==> src/rtl/srs_pkg.sv <==
// ----------------------------------------------------------------------------
// S-expression reader scanner package
// Character codes, mode flags and the result record shared by the modules.
// ----------------------------------------------------------------------------
package srs_pkg;

    // Characters with a special meaning to the scanner.
    localparam logic [7:0] CH_LPAREN    = 8'h28;
    localparam logic [7:0] CH_RPAREN    = 8'h29;
    localparam logic [7:0] CH_SEMICOLON = 8'h3B;
    localparam logic [7:0] CH_BACKSLASH = 8'h5C;
    localparam logic [7:0] CH_NEWLINE   = 8'h0A;
    localparam logic [7:0] CH_QUOTE     = 8'h22;
    localparam logic [7:0] CH_SPACE     = 8'h20;
    localparam logic [7:0] CH_TAB       = 8'h09;
    localparam logic [7:0] CH_CR        = 8'h0D;
    localparam logic [7:0] CH_NUL       = 8'h00;

    // Mode flags of the scanner.
    typedef struct packed {
        logic in_string;
        logic in_comment;
        logic escape_pending;
        logic before_token;
        logic after_space;
    } srs_flags_t;

    // One result item as it leaves the block.
    typedef struct packed {
        logic              emit_valid;
        logic [7:0]        emit_char;
        logic              expr_done;
        logic              at_eof;
        logic signed [7:0] paren_depth;
        logic [15:0]       first_row;
        logic [15:0]       first_col;
        logic [15:0]       last_row;
        logic [15:0]       last_col;
    } srs_result_t;

endpackage

==> src/rtl/sexpr_reader_scanner.sv <==
// ----------------------------------------------------------------------------
// S-expression reader scanner
// Takes one source character per item, drops comments, normalises
// whitespace, tracks nesting depth and positions, and flags complete
// expressions at depth zero.
// ----------------------------------------------------------------------------
//  Channel   Direction  Handshake           Payload
//  s_        in         s_valid / s_ready   ch, end_of_input
//  m_        out        m_valid / m_ready   emit, done, eof, depth, positions
//
// Every item gives exactly one result item, which appears in the cycle after acceptance.
// An item may be accepted in every cycle while the output is not stalled; the
// throughput is set by the single state update per character.
// The output register frees itself in the cycle its item is taken, so a new
// item is accepted while a finished result is being taken.
// Reset is synchronous and active low; it restores the initial scanner state.
// ----------------------------------------------------------------------------
module sexpr_reader_scanner #(
    parameter int POS_BITS   = 16,
    parameter int DEPTH_BITS = 8
) (
    input  logic              aclk,
    input  logic              aresetn,
    input  logic              s_valid,
    output logic              s_ready,
    input  logic [7:0]        s_ch,
    input  logic              s_end_of_input,
    output logic              m_valid,
    input  logic              m_ready,
    output logic              m_emit_valid,
    output logic [7:0]        m_emit_char,
    output logic              m_expr_done,
    output logic              m_at_eof,
    output logic signed [7:0] m_paren_depth,
    output logic [15:0]       m_first_row,
    output logic [15:0]       m_first_col,
    output logic [15:0]       m_last_row,
    output logic [15:0]       m_last_col
);

    localparam logic [POS_BITS-1:0] POS_ONE = POS_BITS'(1);

    srs_pkg::srs_flags_t          flags_reg, flags_next;
    logic signed [DEPTH_BITS-1:0] depth_reg, depth_next;
    logic [POS_BITS-1:0]          start_row_reg, start_row_next;
    logic [POS_BITS-1:0]          start_col_reg, start_col_next;
    logic [POS_BITS-1:0]          end_row_reg, end_row_next;
    logic [POS_BITS-1:0]          end_col_reg, end_col_next;
    srs_pkg::srs_result_t         result_reg, result_next;
    logic                         m_valid_reg;
    logic                         accept;

    // Per-character logic.
    srs_step #(
        .POS_BITS   (POS_BITS),
        .DEPTH_BITS (DEPTH_BITS)
    ) u_step (
        .ch             (s_ch),
        .end_of_input   (s_end_of_input),
        .flags_cur      (flags_reg),
        .depth_cur      (depth_reg),
        .start_row_cur  (start_row_reg),
        .start_col_cur  (start_col_reg),
        .end_row_cur    (end_row_reg),
        .end_col_cur    (end_col_reg),
        .flags_next     (flags_next),
        .depth_next     (depth_next),
        .start_row_next (start_row_next),
        .start_col_next (start_col_next),
        .end_row_next   (end_row_next),
        .end_col_next   (end_col_next),
        .result         (result_next)
    );

    assign s_ready = !m_valid_reg || m_ready;
    assign accept  = s_valid && s_ready;

    // Scanner state, updated once per accepted item.
    always_ff @(posedge aclk) begin
        if (!aresetn) begin
            flags_reg     <= '{in_string: 1'b0, in_comment: 1'b0, escape_pending: 1'b0,
                               before_token: 1'b1, after_space: 1'b0};
            depth_reg     <= '0;
            start_row_reg <= POS_ONE;
            start_col_reg <= POS_ONE;
            end_row_reg   <= POS_ONE;
            end_col_reg   <= POS_ONE;
        end else if (accept) begin
            flags_reg     <= flags_next;
            depth_reg     <= depth_next;
            start_row_reg <= start_row_next;
            start_col_reg <= start_col_next;
            end_row_reg   <= end_row_next;
            end_col_reg   <= end_col_next;
        end
    end

    // Output valid flag.
    always_ff @(posedge aclk) begin
        if (!aresetn) begin
            m_valid_reg <= 1'b0;
        end else if (accept) begin
            m_valid_reg <= 1'b1;
        end else if (m_ready) begin
            m_valid_reg <= 1'b0;
        end
    end

    // Output payload register.
    always_ff @(posedge aclk) begin
        if (accept) begin
            result_reg <= result_next;
        end
    end

    assign m_valid       = m_valid_reg;
    assign m_emit_valid  = result_reg.emit_valid;
    assign m_emit_char   = result_reg.emit_char;
    assign m_expr_done   = result_reg.expr_done;
    assign m_at_eof      = result_reg.at_eof;
    assign m_paren_depth = result_reg.paren_depth;
    assign m_first_row   = result_reg.first_row;
    assign m_first_col   = result_reg.first_col;
    assign m_last_row    = result_reg.last_row;
    assign m_last_col    = result_reg.last_col;

endmodule

==> src/rtl/srs_step.sv <==
// ----------------------------------------------------------------------------
// S-expression reader scanner step
// Next-state and result logic for one character item.
// ----------------------------------------------------------------------------
module srs_step #(
    parameter int POS_BITS   = 16,
    parameter int DEPTH_BITS = 8
) (
    input  logic [7:0]                   ch,
    input  logic                         end_of_input,
    input  srs_pkg::srs_flags_t          flags_cur,
    input  logic signed [DEPTH_BITS-1:0] depth_cur,
    input  logic [POS_BITS-1:0]          start_row_cur,
    input  logic [POS_BITS-1:0]          start_col_cur,
    input  logic [POS_BITS-1:0]          end_row_cur,
    input  logic [POS_BITS-1:0]          end_col_cur,
    output srs_pkg::srs_flags_t          flags_next,
    output logic signed [DEPTH_BITS-1:0] depth_next,
    output logic [POS_BITS-1:0]          start_row_next,
    output logic [POS_BITS-1:0]          start_col_next,
    output logic [POS_BITS-1:0]          end_row_next,
    output logic [POS_BITS-1:0]          end_col_next,
    output srs_pkg::srs_result_t         result
);

    localparam int DW = (DEPTH_BITS > 8) ? DEPTH_BITS : 8;
    localparam int PW = (POS_BITS > 16) ? POS_BITS : 16;
    localparam logic signed [DEPTH_BITS-1:0] DEPTH_MAX = {1'b0, {(DEPTH_BITS-1){1'b1}}};
    localparam logic signed [DEPTH_BITS-1:0] DEPTH_MIN = {1'b1, {(DEPTH_BITS-1){1'b0}}};
    localparam logic [POS_BITS-1:0] POS_ONE = POS_BITS'(1);

    // Saturating increment of a position counter.
    function automatic logic [POS_BITS-1:0] sat_inc(input logic [POS_BITS-1:0] v);
        return (&v) ? v : POS_BITS'(v + 1'b1);
    endfunction

    srs_pkg::srs_flags_t          f;
    logic signed [DEPTH_BITS-1:0] d;
    logic [POS_BITS-1:0]          sr, sc, er, ec;
    logic                         ev, check, done, is_nl, is_ws;
    logic [7:0]                   ech;
    logic signed [DW-1:0]         depth_ext;
    logic [PW-1:0]                sr_ext, sc_ext, er_ext, ec_ext;

    assign is_nl = (ch == srs_pkg::CH_NEWLINE);
    assign is_ws = (ch == srs_pkg::CH_SPACE) || (ch >= srs_pkg::CH_TAB && ch <= srs_pkg::CH_CR);

    always_comb begin
        // Row and column tracking; the start position follows only before a token.
        er = end_row_cur;
        ec = end_col_cur;
        sr = start_row_cur;
        sc = start_col_cur;
        if (is_nl) begin
            er = sat_inc(end_row_cur);
            ec = POS_ONE;
            if (flags_cur.before_token) begin
                sr = sat_inc(start_row_cur);
                sc = POS_ONE;
            end
        end else begin
            ec = sat_inc(end_col_cur);
            if (flags_cur.before_token) begin
                sc = sat_inc(start_col_cur);
            end
        end

        // Mode handling.
        f     = flags_cur;
        d     = depth_cur;
        ev    = 1'b0;
        ech   = srs_pkg::CH_NUL;
        check = 1'b0;
        if (flags_cur.in_string) begin
            ev  = 1'b1;
            ech = ch;
            if (flags_cur.escape_pending) begin
                f.escape_pending = 1'b0;
            end else if (ch == srs_pkg::CH_BACKSLASH) begin
                f.escape_pending = 1'b1;
            end else if (ch == srs_pkg::CH_QUOTE) begin
                f.in_string = 1'b0;
            end
        end else if (flags_cur.in_comment) begin
            if (is_nl) begin
                f.in_comment = 1'b0;
            end
        end else begin
            f.escape_pending = 1'b0;
            check            = 1'b1;
            case (ch)
                srs_pkg::CH_LPAREN: begin
                    ev  = 1'b1;
                    ech = ch;
                    if (depth_cur != DEPTH_MAX) begin
                        d = DEPTH_BITS'(depth_cur + 1'b1);
                    end
                    f.before_token = 1'b0;
                    f.after_space  = 1'b0;
                end
                srs_pkg::CH_RPAREN: begin
                    ev  = 1'b1;
                    ech = ch;
                    if (depth_cur != DEPTH_MIN) begin
                        d = DEPTH_BITS'(depth_cur - 1'b1);
                    end
                    f.before_token = 1'b0;
                    f.after_space  = 1'b0;
                end
                srs_pkg::CH_QUOTE: begin
                    ev             = 1'b1;
                    ech            = ch;
                    f.in_string    = 1'b1;
                    f.before_token = 1'b0;
                    f.after_space  = 1'b0;
                end
                srs_pkg::CH_SEMICOLON: begin
                    f.in_comment  = 1'b1;
                    f.after_space = 1'b0;
                    check         = 1'b0;
                end
                default: begin
                    if (is_ws) begin
                        // A newline is emitted, as a space, only inside parentheses.
                        if (!is_nl || (!depth_cur[DEPTH_BITS-1] && depth_cur != '0)) begin
                            ev  = 1'b1;
                            ech = srs_pkg::CH_SPACE;
                        end
                        f.after_space = 1'b1;
                    end else begin
                        ev             = 1'b1;
                        ech            = ch;
                        f.before_token = 1'b0;
                        f.after_space  = 1'b0;
                    end
                end
            endcase
        end

        done = check && (f.after_space || !f.before_token) && (d == '0);

        // End of text leaves the state alone and reports it as it stands.
        if (end_of_input) begin
            ev   = 1'b0;
            ech  = srs_pkg::CH_NUL;
            done = 1'b0;
            f    = flags_cur;
            d    = depth_cur;
            sr   = start_row_cur;
            sc   = start_col_cur;
            er   = end_row_cur;
            ec   = end_col_cur;
        end

        // The result shows the values before re-arming.
        depth_ext          = DW'(d);
        sr_ext             = PW'(sr);
        sc_ext             = PW'(sc);
        er_ext             = PW'(er);
        ec_ext             = PW'(ec);
        result.emit_valid  = ev;
        result.emit_char   = ech;
        result.expr_done   = done;
        result.at_eof      = end_of_input;
        result.paren_depth = depth_ext[7:0];
        result.first_row   = sr_ext[15:0];
        result.first_col   = sc_ext[15:0];
        result.last_row    = er_ext[15:0];
        result.last_col    = ec_ext[15:0];

        // A finished expression re-arms the scanner at the end position.
        flags_next     = f;
        depth_next     = d;
        start_row_next = sr;
        start_col_next = sc;
        end_row_next   = er;
        end_col_next   = ec;
        if (done) begin
            flags_next.in_string      = 1'b0;
            flags_next.in_comment     = 1'b0;
            flags_next.escape_pending = 1'b0;
            flags_next.before_token   = 1'b1;
            flags_next.after_space    = 1'b0;
            depth_next                = '0;
            start_row_next            = er;
            start_col_next            = ec;
        end
    end

endmodule

==> config.mk <==
export PLATFORM = sky130hd
export DESIGN_NAME = sexpr_reader_scanner
export DESIGN_NICKNAME = d
export VERILOG_FILES = /design/src/rtl/srs_pkg.sv /design/src/rtl/sexpr_reader_scanner.sv /design/src/rtl/srs_step.sv
export SDC_FILE = /design/constraint.sdc
export NUM_CORES = 1
export LEC_CHECK = 0
export ABC_AREA = 1
export BUFFER_PORTS_ARGS = -buffer_cell sky130_fd_sc_hd__buf_2
export CAP_MARGIN = 10
export CORE_ASPECT_RATIO = 0.75
export CORE_MARGIN = 2
export CORE_UTILIZATION = 45
export CTS_CLUSTER_DIAMETER = 50
export CTS_CLUSTER_SIZE = 14
export DETAILED_ROUTE_END_ITERATION = 6
export PLACE_DENSITY = 0.6
export SLEW_MARGIN = 20
export SYNTH_ARGS = -nofsm -noshare
export SYNTH_HDL_FRONTEND = slang
export SYNTH_HIERARCHICAL = 1
export SYNTH_SLANG_ARGS = --single-unit
==> constraint.sdc <==
create_clock -name aclk -period 9 [get_ports aclk]
set_clock_uncertainty 0.1 [all_clocks]
set_input_delay 1.35 -clock aclk [delete_from_list [all_inputs] [get_ports aclk]]
set_output_delay 1.35 -clock aclk [all_outputs]
set_load 0.03 [all_outputs]
=== Word-level counts from Yosys, hierarchy flattened ===
Index checks and enable logic that the tools add are counted.
W data, S select, Z words.

* Register bits after elaboration: 161
* Input port bits: 13
* Word-level logic and storage cells: 126

* $add $sub $neg: 6
* Order comparisons: 2
* Equal/unequal tests: 12
* Muxes and demuxes: 61
* Reductions and logical operators: 25

{| class="wikitable"
|+ Operators by type and width
! cell !! count
|-
| $mux W16 || 17
|-
| $mux W8 || 9
|-
| $add A16 B1 Y16 const B || 4
|-
| $reduce_and A16 Y1 || 4
|-
| $eq A8 B6 Y1 const B || 5
|-
| $pmux W8 S2 || 2
|-
| $mux W1 || 26
|-
| $ne A8 B8 Y1 const B || 2
|-
| $mux W5 || 2
|-
| $add A8 B1 Y8 const B || 1
|-
| $eq A8 B4 Y1 const B || 1
|-
| $eq A8 B7 Y1 const B || 1
|-
| $ge A8 B4 Y1 const B || 1
|-
| $le A8 B4 Y1 const B || 1
|-
| $logic_not A8 Y1 || 1
|-
| $reduce_bool A8 Y1 || 1
|-
| $sub A8 B1 Y8 const B || 1
|-
| $mux W6 || 1
|-
| $reduce_and A3 Y1 || 2
|-
| $logic_and A1 B1 Y1 || 5
|-
| $logic_not A1 Y1 || 4
|-
| $logic_or A1 B1 Y1 || 4
|-
| $ne A2 B1 Y1 const B || 2
|-
| $pmux W1 S2 || 2
|-
| 7 further kinds || 7
|}

=== Longest topological paths before layout ===
Gate-level depths: netlist of run 1.

* Depth in word-level cells: 14
* Gate-level depth with buffers: 21
* Depth with buffers taken out: 19

=== By module ===
The synthesis of run 1 kept the hierarchy.

{| class="wikitable"
|+ Modules (own cells, without submodules)
! module !! instances !! cells each !! area an instance (um^2)
|-
| sexpr_reader_scanner || 1 || 583 || 5,959.5
|-
| srs_step || 1 || 840 || 4,080.2
|}

=== Worst setup path before layout of run 1 ===
Ideal clock, no wire load.

* Path kind: input -> register
* Start point: input port s_valid
* End point: register result_reg, in the netlist m_at_eof, enable pin
* Data arrival time: 3,397 ps
* Required time: 8,464 ps
* Slack: 5,066 ps
* Cell stages on the path: 4
* Cells stage by stage: buf_2 > buf_4 > nand2_1 > inv_1

* Word-level cells in the longest chain between the ends: 1

{| class="wikitable"
|+ Ends and longest elaborated chain
! item !! RTL line !! RTL
|-
| start, declared || sexpr_reader_scanner.sv:24 || <nowiki>input logic s_valid,</nowiki>
|-
| $logic_and A1 B1 Y1 || sexpr_reader_scanner.sv:76 || <nowiki>assign accept = s_valid && s_ready;</nowiki>
|-
| via accept || sexpr_reader_scanner.sv:51 || <nowiki>logic accept;</nowiki>
|-
| end signal, assigned || sexpr_reader_scanner.sv:112 || <nowiki>result_reg <= result_next;</nowiki>
|-
| end, declared || sexpr_reader_scanner.sv:49 || <nowiki>srs_pkg::srs_result_t result_reg, result_next;</nowiki>
|}

The timed path passes the listed nets, and every way through them passes these cells.
A chain may end at the register's enable or synchronous reset.

==> summary.txt, run 1 <==
Hold Crit Start = start_row_reg[12]
CP Capture Type = flop
Core Footprint = 0.0219 mm^2
Ant. Diodes = 0
Clock power frac = 35.8%
Final ANT Viol Nets = 0
status = completed
Comb pwr share = 19.1%
WP data required = 9220 ps
routed length per instance = 16.0 um
CTS sink count = 160
syn nets = 1432
Max Slew Vio Count = 0
DRC = 0
Syn Area/Cell = 7.07 um^2
net switching fraction of the power = 32.4%
Achievable Freq = 250 MHz
Net count, final = 1452
Sw Pwr = 0.633 mW
RSZ-0062 raised after global routing = false
FP Rows = 47
CP arrival = 4220 ps
max-cap violation count = 0
critical path class = in2reg
Port-buffer cells = 97
critical-path maximum fanout = 47
VDD IR max = 0.000118 V
cts-stage hold buffer count = 0
die area = 0.0234 mm^2
cell count after synthesis = 1412
Worst-Skew Late Latency = 430 ps
Int Pwr = 1.32 mW
num ports = 98
HPWL after DPL = 18700 um
Hold Crit Depth = 2
worst hold path type = reg2reg
setup violators final = 0
warnings from Yosys = 6
Reg-to-Reg End = start_col_reg[5]
number of filler cells placed in the layout = 2267
Worst slew margin = 36.9%
initial drt markers = 1216
Die Y = 133 um
Worst-Margin Slew = 947 ps
CP Launch Type = input port
final setup TNS = 0 ps
area delta synth->final = 7.99%
GR Overflow Total = 0
Worst Hold Slack = 402 ps
global-route wire length before repair = 44200 um
hold endpoint = start_row_reg[12]
CTS Buf Count = 17
Starting Density = 45.5%
maximum number of pins on one net before global-route repair = 112
clock buffer depth = 2
GR Util All Layers = 24.0%
fin area = 0.0108 mm^2
pwr dens = 181 mW/mm^2
sequential power share = 45.1%
Pre-antenna DRT Iters = 5
post-cts sizing count = 0
Final period util = 44.5%
Avg Vias per Cell = 5.34
Worst-path clk slew = 70 ps
vias = 9282
r2r setup slk = 5640 ps
total setup buffers inserted after CTS = 0
leak pwr = 4.77 nW
die width = 176 um
Placement Cell Area = 0.0102 mm^2
Post-Syn Area = 0.00998 mm^2
Routed WL = 27800 um
reg-to-reg startpoint = depth_reg[0]
Final GP Congestion = 0.976
initial antenna violation count = 0
final worst path period need = 4000 ps
H-tree depth = 4
vias in the first global route = 7781
layout cell share with drive strength beyond 1 = 12.4%
Root Driver = clkbuf_16
reg2reg path depth = 18
clock tree from TritonCTS = built
Hold Fails Final Rpt = 0
==> critical path, stage by stage <==
cell and delay [ps]:
buf_2 100, buf_4 270, inv_1 480, buf_4 390
nand2_1 400, nor3_1 430, nand2_1 90, nand2_1 70
nand3_1 120, o21ai_0 140, nand2_1 90, inv_1 60
nand3_1 60, nand2_1 80, nor2_1 50
==> per-stage QoR <==
step	total power [mW]	instances	setup slack, ps	utilization [%]
after global routing	2.05	1739	4790	49.1
final	1.95	1739	5000	49.1
after global placement	1.26	1706	4660	46.5
after CTS	1.97	1738	5080	49.0
after detailed placement	1.26	1706	4620	46.5
after floorplan	1.19	1412	5070	-
==> worst max path at each step <==
| stage | depth (start not counted) | endpoint | from |
|---|---|---|---|
| after detailed placement | 4 | m_last_col[10] | s_valid |
| after global routing | 15 | start_row_reg[15] | s_end_of_input |
| final | 15 | start_row_reg[15] | s_end_of_input |
| after CTS | 4 | m_last_col[10] | s_valid |
| after floorplan | 4 | m_at_eof | s_valid |
| after global placement | 15 | start_row_reg[15] | s_end_of_input |
==> layout by cell type (no fill, tap or decap), types with 2 or more instances in the layout <==
cell          n
nand2_1     354
nor2_1      160
nand3_1     153
inv_1       149
buf_2        96
a21oi_1      83
edfxtp_1     83
o21ai_0      83
dfxtp_1      77
nor3_1       35
xor2_1       18
clkbuf_16    17
nand4_1      15
inv_2        11
nor2_2       11
o21ai_1      11
xnor2_1      10
buf_4         8
ha_1          7
nand2_2       6
nor4_1        6
inv_6         5
nor2_4        5
nand3b_1      4
clkinv_2      3
clkinv_4      3
a31oi_1       3
nand2_4       2
clkinv_1      2
clkinvlp_4    2
a32oi_1       2
o211ai_1      2
o31ai_1       2
==> final cells by class <==
cell class	count	area, um^2	share of cell area (%)
Inverter	161	606	5.62
Sequential cell	160	4030	37.4
Timing Repair Buffer	105	561	5.20
Clock buffer	17	425	3.95
Tap cell	294	368	3.41
Clock inverter	15	133	1.23
Multi-Input combinational cell	987	4650	43.1
==> power by group through the flow <==
stage | Clock, mW | Combinational [mW] | Sequential (mW)
final | 0.700 | 0.373 | 0.880
after detailed placement | 0 | 0.367 | 0.895
after CTS | 0.717 | 0.369 | 0.880
after global routing | 0.743 | 0.415 | 0.888
after global placement | 0 | 0.366 | 0.895
after floorplan | 0 | 0.242 | 0.944
==> per-layer routing <==
metal | share of wire, % | global-route usage [%] | routed length (um)
met4 | 0.56 | 4.18 | 156
met1 | 53 | 40.7 | 14700
met5 | 0 | 0 | 0
met3 | 8.2 | 4.68 | 2290
met2 | 38 | 30.7 | 10600
(Power assumes the default switching activity.)
==> run 2, diff against run 1 <==
Settings changed: ABC_AREA 1 to 0, PLACE_DENSITY 0.6 to 0.63.
Clock period 9 ns to 3.3 ns, I/O delays scaled along.
==> run 2 against run 1 <==
  * Utilization grew 5.0 points
  * Count of clock-buffer cells in the layout is the same
  * Flip-flop and latch count is the same
  * Combinational power grew 36%
  * Worst setup slack lost 4800 ps
  * Non-clock buffer count grew 67
  * Synthesized area shrank 10%
  * Wire length shrank 22%
  * Final cell count shrank 25%
  * Clock power grew to 3.0 times the previous value
  * Sequential power grew 150%
  * Via count shrank 25%
==> summary.txt, run 2 <==
Hold Crit Start = s_valid
Non-Filler Instances = 1304
Starting Density = 46.1%
layout cell share with drive strength beyond 1 = 24.8%
syn nets = 951
reg-to-reg startpoint = depth_reg[0]
Worst-path clk slew = 70 ps
cts-stage hold buffer count = 0
Die Y = 126 um
Hold Fails Final Rpt = 0
Port-buffer cells = 97
CP arrival = 3290 ps
initial drt markers = 571
FP Rows = 44
initial antenna violation count = 0
clock buffer depth = 2
Final period util = 93.7%
Reg-to-Reg End = start_row_reg[1]
Ant. Diodes = 0
hold endpoint = m_valid
WP data required = 3500 ps
critical path class = reg2reg
number of placed cells counting well taps = 1272
CP Launch Type = flop
vias in the first global route = 6629
number of filler cells placed in the layout = 1766
Max Slew Vio Count = 0
HPWL after DPL = 15000 um
r2r setup slk = 210 ps
die width = 167 um
reg2reg path depth = 14
worst hold path type = in2reg
num ports = 98
H-tree depth = 4
leak pwr = 4.27 nW
commonest non-fill, non-tap cell in the layout = nand2_1
Final Util = 54.2%
warnings from Yosys = 6
DRC = 0
routed length per instance = 16.6 um
VDD IR max = 0.000303 V
CP Capture Type = flop
maximum number of pins on one net before global-route repair = 72
max-cap violation count = 0
Hold Crit Depth = 3
RSZ-0062 raised after global routing = false
Routed WL = 21600 um
area delta synth->final = 17.4%
Post-Syn Area = 0.00897 mm^2
status = completed
cell count after synthesis = 931
Power, Total = 4.79 mW
Pre-antenna DRT Iters = 5
Avg Vias per Cell = 5.37
CTS sink count = 160
GR Overflow Total = 0
Worst-Margin Slew = 741 ps
final worst path period need = 3090 ps
global-route wire length before repair = 34900 um
Achievable Freq = 323 MHz
Worst Hold Slack = 303 ps
Worst-Skew Late Latency = 430 ps
Net count, final = 1058
clock tree from TritonCTS = built
Core Footprint = 0.0194 mm^2
Final ANT Viol Nets = 0
GR Util All Layers = 20.8%
die area = 0.0211 mm^2
Worst slew margin = 50.0%
setup violators final = 0
Syn Area/Cell = 9.63 um^2
vias = 6996
Final GP Congestion = 0.921
most frequent cells in the layout = 195 x nand2_1, 96 x buf_2, 83 x edfxtp_1
critical-path maximum fanout = 24
CTS Buf Count = 17
Root Driver = clkbuf_16
pwr dens = 455 mW/mm^2
## run 2: cell types whose count changed in the layout (fill, tap and decap cells not counted), sizes merged, moves of 63 or more
cell / delta
a21oi: -63
buf: +67
inv: -136
mux2i: +76
nand2: -167
nand3: -115
nor2: -129
o21ai: -74
## run 2: worst max-delay path, stage by stage, from the launching register on
cell     delay (ps)
dfxtp_2         380
inv_1           100
ha_1            210
nor3b_2         170
nand3_1          90
buf_4           180
o32a_1          260
o31ai_1         100
buf_4           150
nor4b_2         330
nand4_4         190
buf_12          240
mux2_4          310
nand2_1          70
mux2i_1          90
## run 2: where the power goes
part	internal, mW	switching (mW)	leakage, nW	total [mW]
Clock	1.21	0.884	0.298	2.10
Combinational	0.165	0.342	2.53	0.507
Sequential	2.16	0.0267	1.45	2.19
## run 2: worst max path at each step
stage / startpoint / endpoint / slack, ps / depth (start not counted)
2_1_floorplan: s_ch[1] / start_row_reg[0] / 20 / 11
3_3_place_gp: s_ch[1] / start_row_reg[13] / -110 / 11
3_5_place_dp: s_ch[1] / start_row_reg[6] / -140 / 11
4_1_cts: depth_reg[0] / start_row_reg[1] / 130 / 14
5_1_grt: depth_reg[0] / start_row_reg[1] / 40 / 14
6_report: depth_reg[0] / start_row_reg[1] / 210 / 14
## run 2: metrics by stage
stage | instance area [um^2] | setup TNS (ps) | setup slack, ps
after CTS | 10500 | 0 | 131
final | 10500 | 0 | 208
after detailed placement | 9880 | -3640 | -145
after global routing | 10500 | 0 | 41.3
after global placement | 9880 | -2950 | -108
after floorplan | 8980 | 0 | 18.5
## run 2: repair_timing
| action | CTS | global route |
|---|---|---|
| gates resized for setup | 0 | 4 |
| setup endpoints to repair | 0 | 31 |
| buffers inserted | 0 | 0 |
## run 2: area by class of cell
type                            count  area [um^2]  share of cell area [%]
Tap cell                          253          317                    3.01
Multi-Input combinational cell    663         4360                    41.4
Inverter                           24         90.1                   0.856
Clock inverter                     15          200                    1.90
Sequential cell                   160         4040                    38.3
Timing Repair Buffer              172         1100                    10.5
Clock buffer                       17          425                    4.04
## run 2: per-layer routing
metal | GRT usage [%] | part of all wire, % | vias up
met1 | 30.3 | 50 | 3291
met2 | 31.6 | 44 | 203
li1 | - | - | 3480
met3 | 4.37 | 5.0 | 22
met4 | 5.22 | 1.3 | 0
met5 | 0 | 0 | -
==> run 3, diff against run 2 <==
--- a/config.mk
+++ b/config.mk
@@ -13,2 +13,3 @@
 export CORE_UTILIZATION = 45
+export CTS_BUF_LIST = sky130_fd_sc_hd__clkbuf_4
 export CTS_CLUSTER_DIAMETER = 50
==> constraint.sdc (replaced) <==
create_clock -name aclk -period 3.3 [get_ports aclk]
set_clock_uncertainty 0.1 [all_clocks]
set_input_delay 0.165 -clock aclk [delete_from_list [all_inputs] [get_ports aclk]]
set_output_delay 0.165 -clock aclk [all_outputs]
set_load 0.03 [all_outputs]
==> run 3 against run 2 <==
  * Sequential share of layout area grew 1.4 points
  * Total power shrank 20%
  * Utilization shrank 2.0 points
  * Global-route usage shrank 0.55 points
  * Combinational power grew 2%
  * Non-clock buffer count shrank 8
  * Wire length shrank 2.6%
  * Fmax shrank 3.5%
  * Final cell count shrank 0.54%
  * Largest cell class unchanged
  * Highest routed layer unchanged
==> summary.txt, run 3 (synthesized netlist as in run 2, its figures left out) <==
Placement Cell Area = 0.00973 mm^2
Power, Total = 3.85 mW
clock buffer depth = 2
Critical Path Slowest Stage Cell = dlygate4sd3_1
DRC = 0
H-tree depth = 4
WP data required = 3640 ps
Worst-Margin Slew = 900 ps
CTS Buf Count = 17
Max Slew Vio Count = 0
worst slack at placement = -57.8 ps
layout cell share with drive strength beyond 1 = 22.6%
Final GP Congestion = 0.954
initial drt markers = 707
die width = 167 um
cell mode on critical path = buf_4
reg-to-reg startpoint = depth_reg[0]
Setup WS post-layout = 97.5 ps
vias = 6847
CP max stage delay = 540 ps
Final ANT Viol Nets = 0
critical-path cell list = dlygate4sd3_1 -> buf_2 -> or4_4 -> or4_4 -> buf_4 -> buf_4 -> o21ai_0 -> o211ai_1 -> a21oi_1 -> buf_4 -> nand4_4 -> buf_12 -> mux2_4 -> nand2_1 -> mux2i_1
length of routed met2 wiring = 9220 um
Final period util = 97.0%
fin area = 0.0101 mm^2
setup violators final = 0
Reg-to-Reg End = start_col_reg[1]
die area = 0.0211 mm^2
Core Footprint = 0.0194 mm^2
Net count, final = 1050
WL met3 = 1150 um
Port-buffer cells = 97
critical path class = in2reg
GR Util All Layers = 20.3%
Hold Crit Start = aresetn
most frequent cells in the layout = 195 x nand2_1, 96 x buf_2, 83 x edfxtp_1
GR Overflow Total = 0
CP Launch Type = input port
area delta synth->final = 13.1%
pwr dens = 380 mW/mm^2
max-cap violation count = 0
global-route wire length before repair = 33900 um
CP arrival = 3540 ps
Achievable Freq = 312 MHz
max layer used = met4
HPWL after DPL = 14700 um
Pre-antenna DRT Iters = 5
leak pwr = 4.07 nW
Avg Vias per Cell = 5.28
Worst-Skew Late Latency = 580 ps
worst hold path type = in2reg
initial antenna violation count = 1
Routed WL = 21100 um
num ports = 98
Root Driver = clkbuf_4
Hold Fails Final Rpt = 0
clock tree from TritonCTS = built
Worst Hold Slack = 91.9 ps
critical-path maximum fanout = 16
hold endpoint = depth_reg[6]
routed length per instance = 16.3 um
number of filler cells placed in the layout = 1834
Final Util = 52.2%
r2r setup slk = 160 ps
CP Capture Type = flop
VDD IR max = 0.000214 V
CTS sink count = 160
Starting Density = 46.1%
RSZ-0062 raised after global routing = false
FP Rows = 44
Worst-path clk slew = 140 ps
maximum number of pins on one net before global-route repair = 87
Die Y = 126 um
Worst slew margin = 40.0%
reg2reg path depth = 11
vias in the first global route = 6302
status = completed
Metal-1 WL = 10600 um
Hold Crit Depth = 3
final worst path period need = 3200 ps
commonest non-fill, non-tap cell in the layout = nand2_1
run 3: cell types whose count changed in the layout (fill, tap and decap cells not counted), moves of 2 or more:
cell and change:
bufinv_16 -2, clkbuf_4 +18, clkinv_2 +3, clkinv_4 -3, nor3b_1 +2, buf_4 -21
nor3b_2 -2, dlygate4sd3_1 +12, clkbuf_16 -17
run 3: layout make-up:
type                    count  area [um^2]  share of cell area (%)
multi-input cells         663         4350                    42.9
diodes                      1         2.50                  0.0247
clock inverters            14          131                    1.30
repair buffers            164         1080                    10.7
inverters                  24         90.1                   0.889
clock buffers              18          135                    1.33
flip-flops and latches    160         4030                    39.8
well taps                 253          317                    3.12
run 3: power by group:
part           leakage [nW]  switching, mW  internal (mW)
Sequential             1.45         0.0270           2.16
Clock                 0.142          0.753          0.395
Combinational          2.48          0.341          0.173
run 3: how the worst max path moves through the flow:
stage / start / endpoint / slack [ps] / cells past startpoint
CTS: flags_reg[3] / start_col_reg[7] / 20 / 11
global placement: s_ch[1] / start_row_reg[12] / 20 / 12
finish: s_ch[4] / start_col_reg[7] / 100 / 15
detailed placement: s_ch[1] / start_col_reg[5] / -60 / 12
global route: depth_reg[0] / start_col_reg[1] / 40 / 11
floorplan: flags_reg[4] / start_row_reg[0] / 80 / 13
run 3: stage by stage:
stage / TNS (ps) / std cells
after floorplan: 0 / 931
after global placement: 0 / 1251
after detailed placement: -1020 / 1251
after CTS: 0 / 1295
after global routing: 0 / 1297
final: 0 / 1297
run 3: critical path, delay by kind of cell:
family                 cells  cell delay [ps]
muxes                      2              380
buffers and inverters      6             1360
and+or+nand+nor            4             1290
AOI/OAI and AO/OA          3              340
run 3: layer usage:
layer / global-route usage (%) / vias up
li1: - / 3459
met1: 29.9 / 3198
met2: 30.5 / 174
met3: 5.06 / 16
met4: 3.65 / 0
met5: 0 / -
run 3: repair_timing:
item                       4_1_cts  5_1_grt
hold endpoints to repair        17        0
setup endpoints to repair        0       30
hold buffers                    12        0
gates resized for setup          0        2
buffers inserted                 0        1
